**config.mk**
```make
export PLATFORM = sky130hd
export DESIGN_NAME = bgra_premul_to_rgba_straight_core
export DESIGN_NICKNAME = d
export VERILOG_FILES = /design/src/rtl/core/bprs_pkg.sv /design/src/rtl/core/bgra_premul_to_rgba_straight_core.sv /design/src/rtl/core/bprs_lane.sv
export SDC_FILE = /design/constraint.sdc
export NUM_CORES = 1
export LEC_CHECK = 0
export BUFFER_PORTS_ARGS = -buffer_cell sky130_fd_sc_hd__buf_2
export CORE_AREA = 2 2 188 190
export CTS_BUF_LIST = sky130_fd_sc_hd__clkbuf_4
export DETAILED_ROUTE_END_ITERATION = 10
export DIE_AREA = 0 0 190 192
export PLACE_DENSITY = 0.91
export SLEW_MARGIN = 25
export SYNTH_ARGS = -nofsm -noshare
export SYNTH_HDL_FRONTEND = slang
export SYNTH_HIERARCHICAL = 1
export SYNTH_SLANG_ARGS = --single-unit
```
**constraint.sdc**
```tcl
create_clock -name clk -period 6.7 [get_ports clk]
set_input_delay 2.01 -clock clk [delete_from_list [all_inputs] [get_ports clk]]
set_output_delay 2.01 -clock clk [all_outputs]
set_load 0.02 [all_outputs]
```
**src/rtl/core/bprs_pkg.sv**
```systemverilog
package bprs_pkg;

    localparam int CHAN_W      = 8;
    localparam int WORK_W      = 2 * CHAN_W;
    localparam int QUOT_BITS   = CHAN_W;
    localparam int STAGE_STEPS = 2;
    localparam int DIV_STAGES  = QUOT_BITS / STAGE_STEPS;
    // numerator stage, divider stages, output select stage
    localparam int LATENCY     = DIV_STAGES + 2;

    localparam logic [CHAN_W-1:0] CHAN_MAX  = '1;
    localparam logic [CHAN_W-1:0] ALPHA_ZERO = '0;

    typedef logic [CHAN_W-1:0] chan_t;
    typedef logic [WORK_W-1:0] work_t;

    // one restoring step: upper half is the partial remainder, lower half shifts
    // numerator bits out and quotient bits in
    function automatic work_t div_step(input work_t w, input chan_t d);
        logic [CHAN_W:0] t;
        work_t           r;
        t = {w[WORK_W-1:CHAN_W], w[CHAN_W-1]};
        if (t >= {1'b0, d})
        begin
            r = {CHAN_W'(t - {1'b0, d}), w[CHAN_W-2:0], 1'b1};
        end
        else
        begin
            r = {t[CHAN_W-1:0], w[CHAN_W-2:0], 1'b0};
        end
        return r;
    endfunction

endpackage

```
**src/rtl/core/bgra_premul_to_rgba_straight_core.sv**
```systemverilog
// channel  | direction | handshake         | fields
// pixel in | in        | start, busy       | blue_in, green_in, red_in, alpha_in
// pixel out| out       | done (one cycle)  | red_out, green_out, blue_out, alpha_out
//
// one pixel per clock; done is start delayed through the valid register chain
// pipeline: one numerator stage, four stages of a restoring divider at two
// quotient bits each, one output select stage
// busy never rises: the pipeline has no stall point
// rst_n clears the valid bits only; data registers run free
module bgra_premul_to_rgba_straight_core
    import bprs_pkg::*;
(
    input  logic  clk,
    input  logic  rst_n,
    input  logic  start,
    output logic  busy,
    input  chan_t blue_in,
    input  chan_t green_in,
    input  chan_t red_in,
    input  chan_t alpha_in,
    output logic  done,
    output chan_t red_out,
    output chan_t green_out,
    output chan_t blue_out,
    output chan_t alpha_out
);

    logic  accept;
    logic  valid_reg [LATENCY];
    chan_t alpha_reg [LATENCY];

    assign busy   = 1'b0;
    assign accept = start && !busy;

    always_ff @(posedge clk or negedge rst_n)
    begin
        if (!rst_n)
        begin
            for (int s = 0; s < LATENCY; s++)
            begin
                valid_reg[s] <= 1'b0;
            end
        end
        else
        begin
            valid_reg[0] <= accept;
            for (int s = 1; s < LATENCY; s++)
            begin
                valid_reg[s] <= valid_reg[s-1];
            end
        end
    end

    always_ff @(posedge clk)
    begin
        alpha_reg[0] <= alpha_in;
        for (int s = 1; s < LATENCY; s++)
        begin
            alpha_reg[s] <= alpha_reg[s-1];
        end
    end

    bprs_lane u_red
    (
        .clk    (clk),
        .color  (red_in),
        .alpha  (alpha_in),
        .result (red_out)
    );

    bprs_lane u_green
    (
        .clk    (clk),
        .color  (green_in),
        .alpha  (alpha_in),
        .result (green_out)
    );

    bprs_lane u_blue
    (
        .clk    (clk),
        .color  (blue_in),
        .alpha  (alpha_in),
        .result (blue_out)
    );

    assign done      = valid_reg[LATENCY-1];
    assign alpha_out = alpha_reg[LATENCY-1];

endmodule

```
**src/rtl/core/bprs_lane.sv**
```systemverilog
module bprs_lane
    import bprs_pkg::*;
(
    input  logic  clk,
    input  chan_t color,
    input  chan_t alpha,
    output chan_t result
);

    work_t work_reg  [DIV_STAGES+1];
    work_t work_next [DIV_STAGES+1];
    chan_t div_reg   [DIV_STAGES];
    chan_t color_reg [DIV_STAGES+1];
    logic  pass_reg  [DIV_STAGES+1];
    logic  sat_reg   [DIV_STAGES+1];
    chan_t result_reg;
    chan_t result_next;

    // color*255 + alpha/2; a color at or above alpha saturates unless alpha is 0 or 255, which pass the color
    always_comb
    begin
        work_next[0] = {color, {CHAN_W{1'b0}}} - WORK_W'(color) + WORK_W'(alpha[CHAN_W-1:1]);
    end

    always_ff @(posedge clk)
    begin
        work_reg[0]  <= work_next[0];
        div_reg[0]   <= alpha;
        color_reg[0] <= color;
        pass_reg[0]  <= (alpha == ALPHA_ZERO) || (alpha == CHAN_MAX);
        sat_reg[0]   <= (color >= alpha);
    end

    for (genvar s = 1; s <= DIV_STAGES; s++)
    begin : g_div
        always_comb
        begin
            work_next[s] = work_reg[s-1];
            for (int k = 0; k < STAGE_STEPS; k++)
            begin
                work_next[s] = div_step(work_next[s], div_reg[s-1]);
            end
        end

        always_ff @(posedge clk)
        begin
            work_reg[s]  <= work_next[s];
            color_reg[s] <= color_reg[s-1];
            pass_reg[s]  <= pass_reg[s-1];
            sat_reg[s]   <= sat_reg[s-1];
        end

        // the divisor is only needed up to the last divider stage
        if (s < DIV_STAGES)
        begin : g_div_fwd
            always_ff @(posedge clk)
            begin
                div_reg[s] <= div_reg[s-1];
            end
        end
    end

    always_comb
    begin
        if (pass_reg[DIV_STAGES])
        begin
            result_next = color_reg[DIV_STAGES];
        end
        else if (sat_reg[DIV_STAGES])
        begin
            result_next = CHAN_MAX;
        end
        else
        begin
            result_next = work_reg[DIV_STAGES][CHAN_W-1:0];
        end
    end

    always_ff @(posedge clk)
    begin
        result_reg <= result_next;
    end

    assign result = result_reg;

endmodule

```
Word-level counts from Yosys, hierarchy flattened
Memories as Yosys holds them, arrays and structs flattened.
Index checks and enable logic that the tools add are counted.

cells by class
  $add $sub $neg = 30
  magnitude comparators = 27
  equal/unequal tests = 1
  multiplexer cells = 30
  reductions and logical operators = 2

operators with widths
  cell                count
  $mux 16             24
  $ge 9x8->1          24
  $sub 8x8->8         24
  $add 16x7->16       3
  $mux 8              6
  $sub 16x8->16       3
  $ge 8x8->1          3
  $eq 8x8->1 const B  1
  $logic_not 8->1     1
  $logic_or 1x1->1    1

word-level totals
  flip-flop bits (word level) = 30
  bits in writable memories = 534
  memories = 16

memory list
  memory             depth  width  read ports  clocked after memory_dff  wr ports  line                                     text
  u_blue.work_reg    5      16     5           0                         5         bprs_lane.sv:10                          work_t work_reg [DIV_STAGES+1];
  u_green.work_reg   5      16     5           0                         5         bprs_lane.sv:10
  u_red.work_reg     5      16     5           0                         5         bprs_lane.sv:10
  alpha_reg          6      8      6           0                         6         bgra_premul_to_rgba_straight_core.sv:30  chan_t alpha_reg [LATENCY];
  u_blue.color_reg   5      8      5           0                         5         bprs_lane.sv:13                          chan_t color_reg [DIV_STAGES+1];
  u_green.color_reg  5      8      5           0                         5         bprs_lane.sv:13
  10 more memories   -      -      -           -                         -         -

Logic depth before layout (Yosys ltp)
An unclocked memory read counts as a cell.

  word-level depth = 5
  gate-level depth with buffers = 18

Cells and area by module
The synthesis kept the hierarchy.

by module, submodules not included
  module                             instances  cells an instance  area an instance (sq um)
  bprs_lane at u_green               1          758                7633.6
  bprs_lane at u_red                 1          752                7566.0
  bprs_lane at u_blue                1          746                7537.2
  bgra_premul_to_rgba_straight_core  1          56                 1122.3

Worst setup path after synthesis
No wires, ideal clock.

  path kind = reg-to-reg
  from = mem u_red/div_reg[1][7] (netlist name)
  to = mem u_red/work_reg[0][41] (netlist name)
  library setup time = 0.121 ns
  arrival time = 4.079 ns
  required time = 6.579 ns
  setup slack = 2.500 ns
  cell stages (with the launch flop) = 15
  cell sequence = dfxtp_1 > inv_1 > ha_1 > or4_1 > a31oi_1 > nand3_1 > nand2_1 > mux2i_1 > ha_1 > nor2b_1 > o31a_1 > o31a_1 > o31a_1 > a2111oi_4 > mux2_2

RTL lines
  what         line             text
  from (decl)  bprs_lane.sv:12  chan_t div_reg [DIV_STAGES];
  to (decl)    bprs_lane.sv:10

==> impl_summary.md <==
Finish
The area of the multi-input gates is 0.01200 mm². The most common cell after layout, fill and taps aside is dfxtp_1. The area growth from synthesis to layout is 11.01%.

The total area of sequential cells is ~0.011 mm². In the final layout, the share of cells above drive strength 1 is approximately 16%. The count of fill cells added during filler insertion is 2121. The final cell count without fillers is between 3000 and 4000. Leaving out fill and tap cells, the most frequent cells in the layout are 534 x dfxtp_1, 243 x inv_1, 237 x ha_1. For this run, the post-layout net count is approximately 2800. After routing the design area is 0.02649 mm².

CTS
Clock-pin slew was measured on the worst setup and hold paths at ~70 ps. The later pin in the worst-skew pair is clocked with a latency of roughly 840 ps. TritonCTS built the clock tree. The clock tree root buffer cell is clkbuf_4. The CTS buffer count is 134. The maximum clock path buffer count is 3. The number of buffers added to fix hold violations after cts is 0. The sink count of the clock tree is 540.

The total setup buffers inserted after CTS is 0. Once the clock tree was built, the resizer swapped 0 gates to a different size. The number of levels in the clock H-tree is 4.

Global route
The leftover overflow at the end of global routing is 0. Entering global routing, the biggest net connects 20 pins. The via count of the first global-routing pass is between 15000 and 20000. The overall track demand over capacity in global routing is roughly 30%.

The initial antenna violation count is 2. The first global-routing pass estimated a little under 90000 µm of wire.

Timing
The number of slew-limit violations in the final report was 0. The number of failing hold endpoints at the final stage is 0. The minimum clock period is ~4900 ps. Setup violations remaining at the end of the flow were counted as 0. For the pin with the worst max-slew slack, the measured transition is between 700 and 800 ps. After routing, the total negative slack on setup checks comes to 0 ps. The achievable frequency is slightly above 200 MHz. Setup repair after global routing left no endpoint under its margin. Measured against its own limit, the worst slew margin works out to between 40% and 50%. After layout, the worst path uses between 70% and 80% of the clock period. The setup clock skew after layout is between 50 and 60 ps.

Drt
The final antenna-violating net count is 0. Summed over all layers, the routed wires come to around 54000 µm. Dividing the detail-routed wire length by the instance count gives 17.78 µm. The total via count in the routed design is between 15000 and 20000. The number of remaining DRC errors is 0. In the routed layout, each cell is associated on average with a via count of 5.898. The first routing iteration left between 1000 and 1500 violations.

The first TritonRoute pass finished after 8 iterations.

Yosys
The share of synthesized area occupied by flip-flops and latches is 45.43%. In the synthesized netlist the async set-or-reset flop fraction comes to roughly 1.1%. Synthesis instantiated 97 different standard cells from the library. The library cell occupying the most area in the post-synthesis netlist is dfxtp_1. The cell count after synthesis came out at ~2300.

When the netlist entered floorplanning its net count stood at between 2000 and 3000. The number of enable-type register cells in the synthesized netlist is 0. The count of synthesis-stage warnings from yosys is 6. Summed over its instances, the top area cell type makes up 44.81% of the synthesized netlist area.

For this run, the leading register cell type out of synthesis is dfxtp_1. Ranked by total cell area, the synthesized netlist is headed by dfxtp_1 45%, ha_1 12%, mux2_2 4.1%. Counting flops and latches in the post-synthesis netlist gives 540. The summed instance area of the synthesized netlist is between 0.02 and 0.025 mm². The mean instance size in the synthesized netlist is about 10 µm².

Critical path
On the worst path, the slowest cell contributes a delay of roughly 700 ps. The required arrival time at the worst endpoint is 7380 ps. The worst setup path is launched from a flop. The worst register-to-register path ends at u_red/work_reg[0][44].

The slowest stage of the critical path belongs to the cell a2111oi_4. Broken down by cell family, the worst path's largest delay share belongs to compound AO/OA/AOI/OAI gates. Across all register-to-register paths, the minimum setup slack is 1820 ps.

The launching point of the worst reg2reg path is u_red/div_reg[1][1]. In this run the worst setup path terminates at u_red/work_reg[0][44]. Data arrives at the worst endpoint at 5570 ps. The critical-path maximum fanout is 9.

Together, buffers and inverters on the worst path number 1. By startpoint and endpoint, the worst setup path is classified as reg -> reg. The worst reg2reg path depth is 14.

The critical path goes through inv_1 > ha_1 > nor2b_1 > o21ai_0 > nand3_1 > nand2_1 > mux2i_1 > ha_1 > nor2b_1 > o31a_1 > o31a_1 > o31a_1 > a2111oi_4 > mux2_2. STA classifies the critical path endpoint as a flop. The number of logic stages on the critical path including buffering is 14.

The most numerous cell type found on the critical path is o31a_1. The most critical setup path has its startpoint at u_red/div_reg[1][1].

Floorplanning
The initial cell density of the core is between 60 and 70%. In this run the vertical extent of the chip is ~190 µm. 69 I/O pins were placed.

The placeable core area is around 0.034 mm². The cell row count is roughly 70. The floorplan step defined a die boundary enclosing approximately 0.036 mm². The width of the die is 190 µm.

Placement
Summing all placed instances gives a cell area of between 0.02 and 0.025 mm². The instance count after placement with tap cells included is 2812. The wire-length estimate of the detail-placed layout is approximately 38000 µm.

The final weighted congestion in routability-driven placement is about 0.9. The number of port buffers is 67.

Pwr
For this design the static power due to leakage is between 10 and 15 nW. The final total power is 14.47 mW. The highest ir drop seen on vdd is approximately 410 µV. In this run the power density over the cells is roughly 550 mW/mm².

Hold path
The worst min-delay path class is reg -> reg.

Status
The run finished with clean final reports.

Run
Max-cap violations in this run came to 0.
kinds of logic (layout without fill, tap and decap cells):
family                   Yosys count  after routing  synth area share (%)
multiplexers                     135            135                 6.419
other                              1              3               0.01572
XOR/XNOR                         100            100                 3.671
buffers and inverters            266            541                 4.290
AND/OR/NAND/NOR                  484            484                 10.38
adder cells (fa/ha/maj)          261            261                 14.44
AO/OA/AOI/OAI                    525            525                 15.34
flip-flops                       540            540                 45.43
metrics by stage:
step	util, %	hold WS [ps]	worst slack [ps]
after global placement	71.91	309.5	2123
after floorplan	-	309.6	2500
after CTS	77.23	276.1	1884
final	77.24	278.4	1818
after detailed placement	71.91	312.1	1980
after global routing	77.24	299.7	1510
worst min-delay path by stage:
stage | start | endpoint | slack, ps | depth (start not counted)
detailed placement | u_blue/color_reg[0][23] | u_blue/color_reg[0][31] | 310 | 0
global placement | u_red/color_reg[0][5] | u_red/color_reg[0][13] | 310 | 0
floorplan | alpha_reg[0][0] | alpha_reg[1][0] | 310 | 0
CTS | u_blue/color_reg[0][9] | u_blue/color_reg[0][17] | 280 | 0
finish | u_blue/color_reg[0][9] | u_blue/color_reg[0][17] | 280 | 0
global route | u_blue/color_reg[0][31] | u_blue/color_reg[0][39] | 300 | 0
Yosys cell counts (10+ instances only):
| cell type | count |
|---|---|
| nor2_1 | 120 |
| nand3_1 | 33 |
| nor3b_1 | 11 |
| o31a_1 | 18 |
| and3_1 | 12 |
| ha_1 | 237 |
| or2_2 | 16 |
| a2111o_1 | 10 |
| o21bai_1 | 26 |
| nor2b_1 | 29 |
| mux2_4 | 12 |
| dfxtp_1 | 534 |
| o21a_1 | 40 |
| o211ai_1 | 16 |
| a211oi_1 | 23 |
| a21boi_0 | 11 |
| mux2_2 | 86 |
| nor4_1 | 18 |
| nand2b_1 | 17 |
| nand2_1 | 100 |
| mux2_1 | 10 |
| o31ai_1 | 11 |
| inv_1 | 243 |
| xor2_1 | 25 |
| a21oi_1 | 114 |
| clkbuf_1 | 14 |
| mux2i_1 | 27 |
| a21o_1 | 42 |
| nor3_1 | 43 |
| o21ai_0 | 107 |
| or3_1 | 11 |
| a2111oi_0 | 10 |
| nand4_1 | 32 |
| xnor2_1 | 75 |
| and2_1 | 13 |
| fa_1 | 24 |
routing by layer:
| metal | share of wire, % | vias up | GRT usage (%) |
|---|---|---|---|
| met5 | 0 | - | 0 |
| met3 | 6.1 | 158 | 6.011 |
| met4 | 3.5 | 0 | 14.46 |
| met1 | 42 | 8483 | 35.09 |
| li1 | - | 8627 | - |
| met2 | 49 | 687 | 51.66 |
power breakdown:
group | switching [mW] | internal, mW
clock network | 1.28 | 1.63
logic | 3.84 | 3.53
registers | 0.308 | 3.89
cell type report:
class	instances	share of cell area [%]
flip-flops and latches	540	40.93
clock inverters	45	1.644
inverters	244	3.458
clock buffers	185	5.244
multi-input cells	1506	45.29
repair buffers	67	1.266
well taps	455	2.149
diodes	2	0.01890
(Power assumes the default switching activity.)
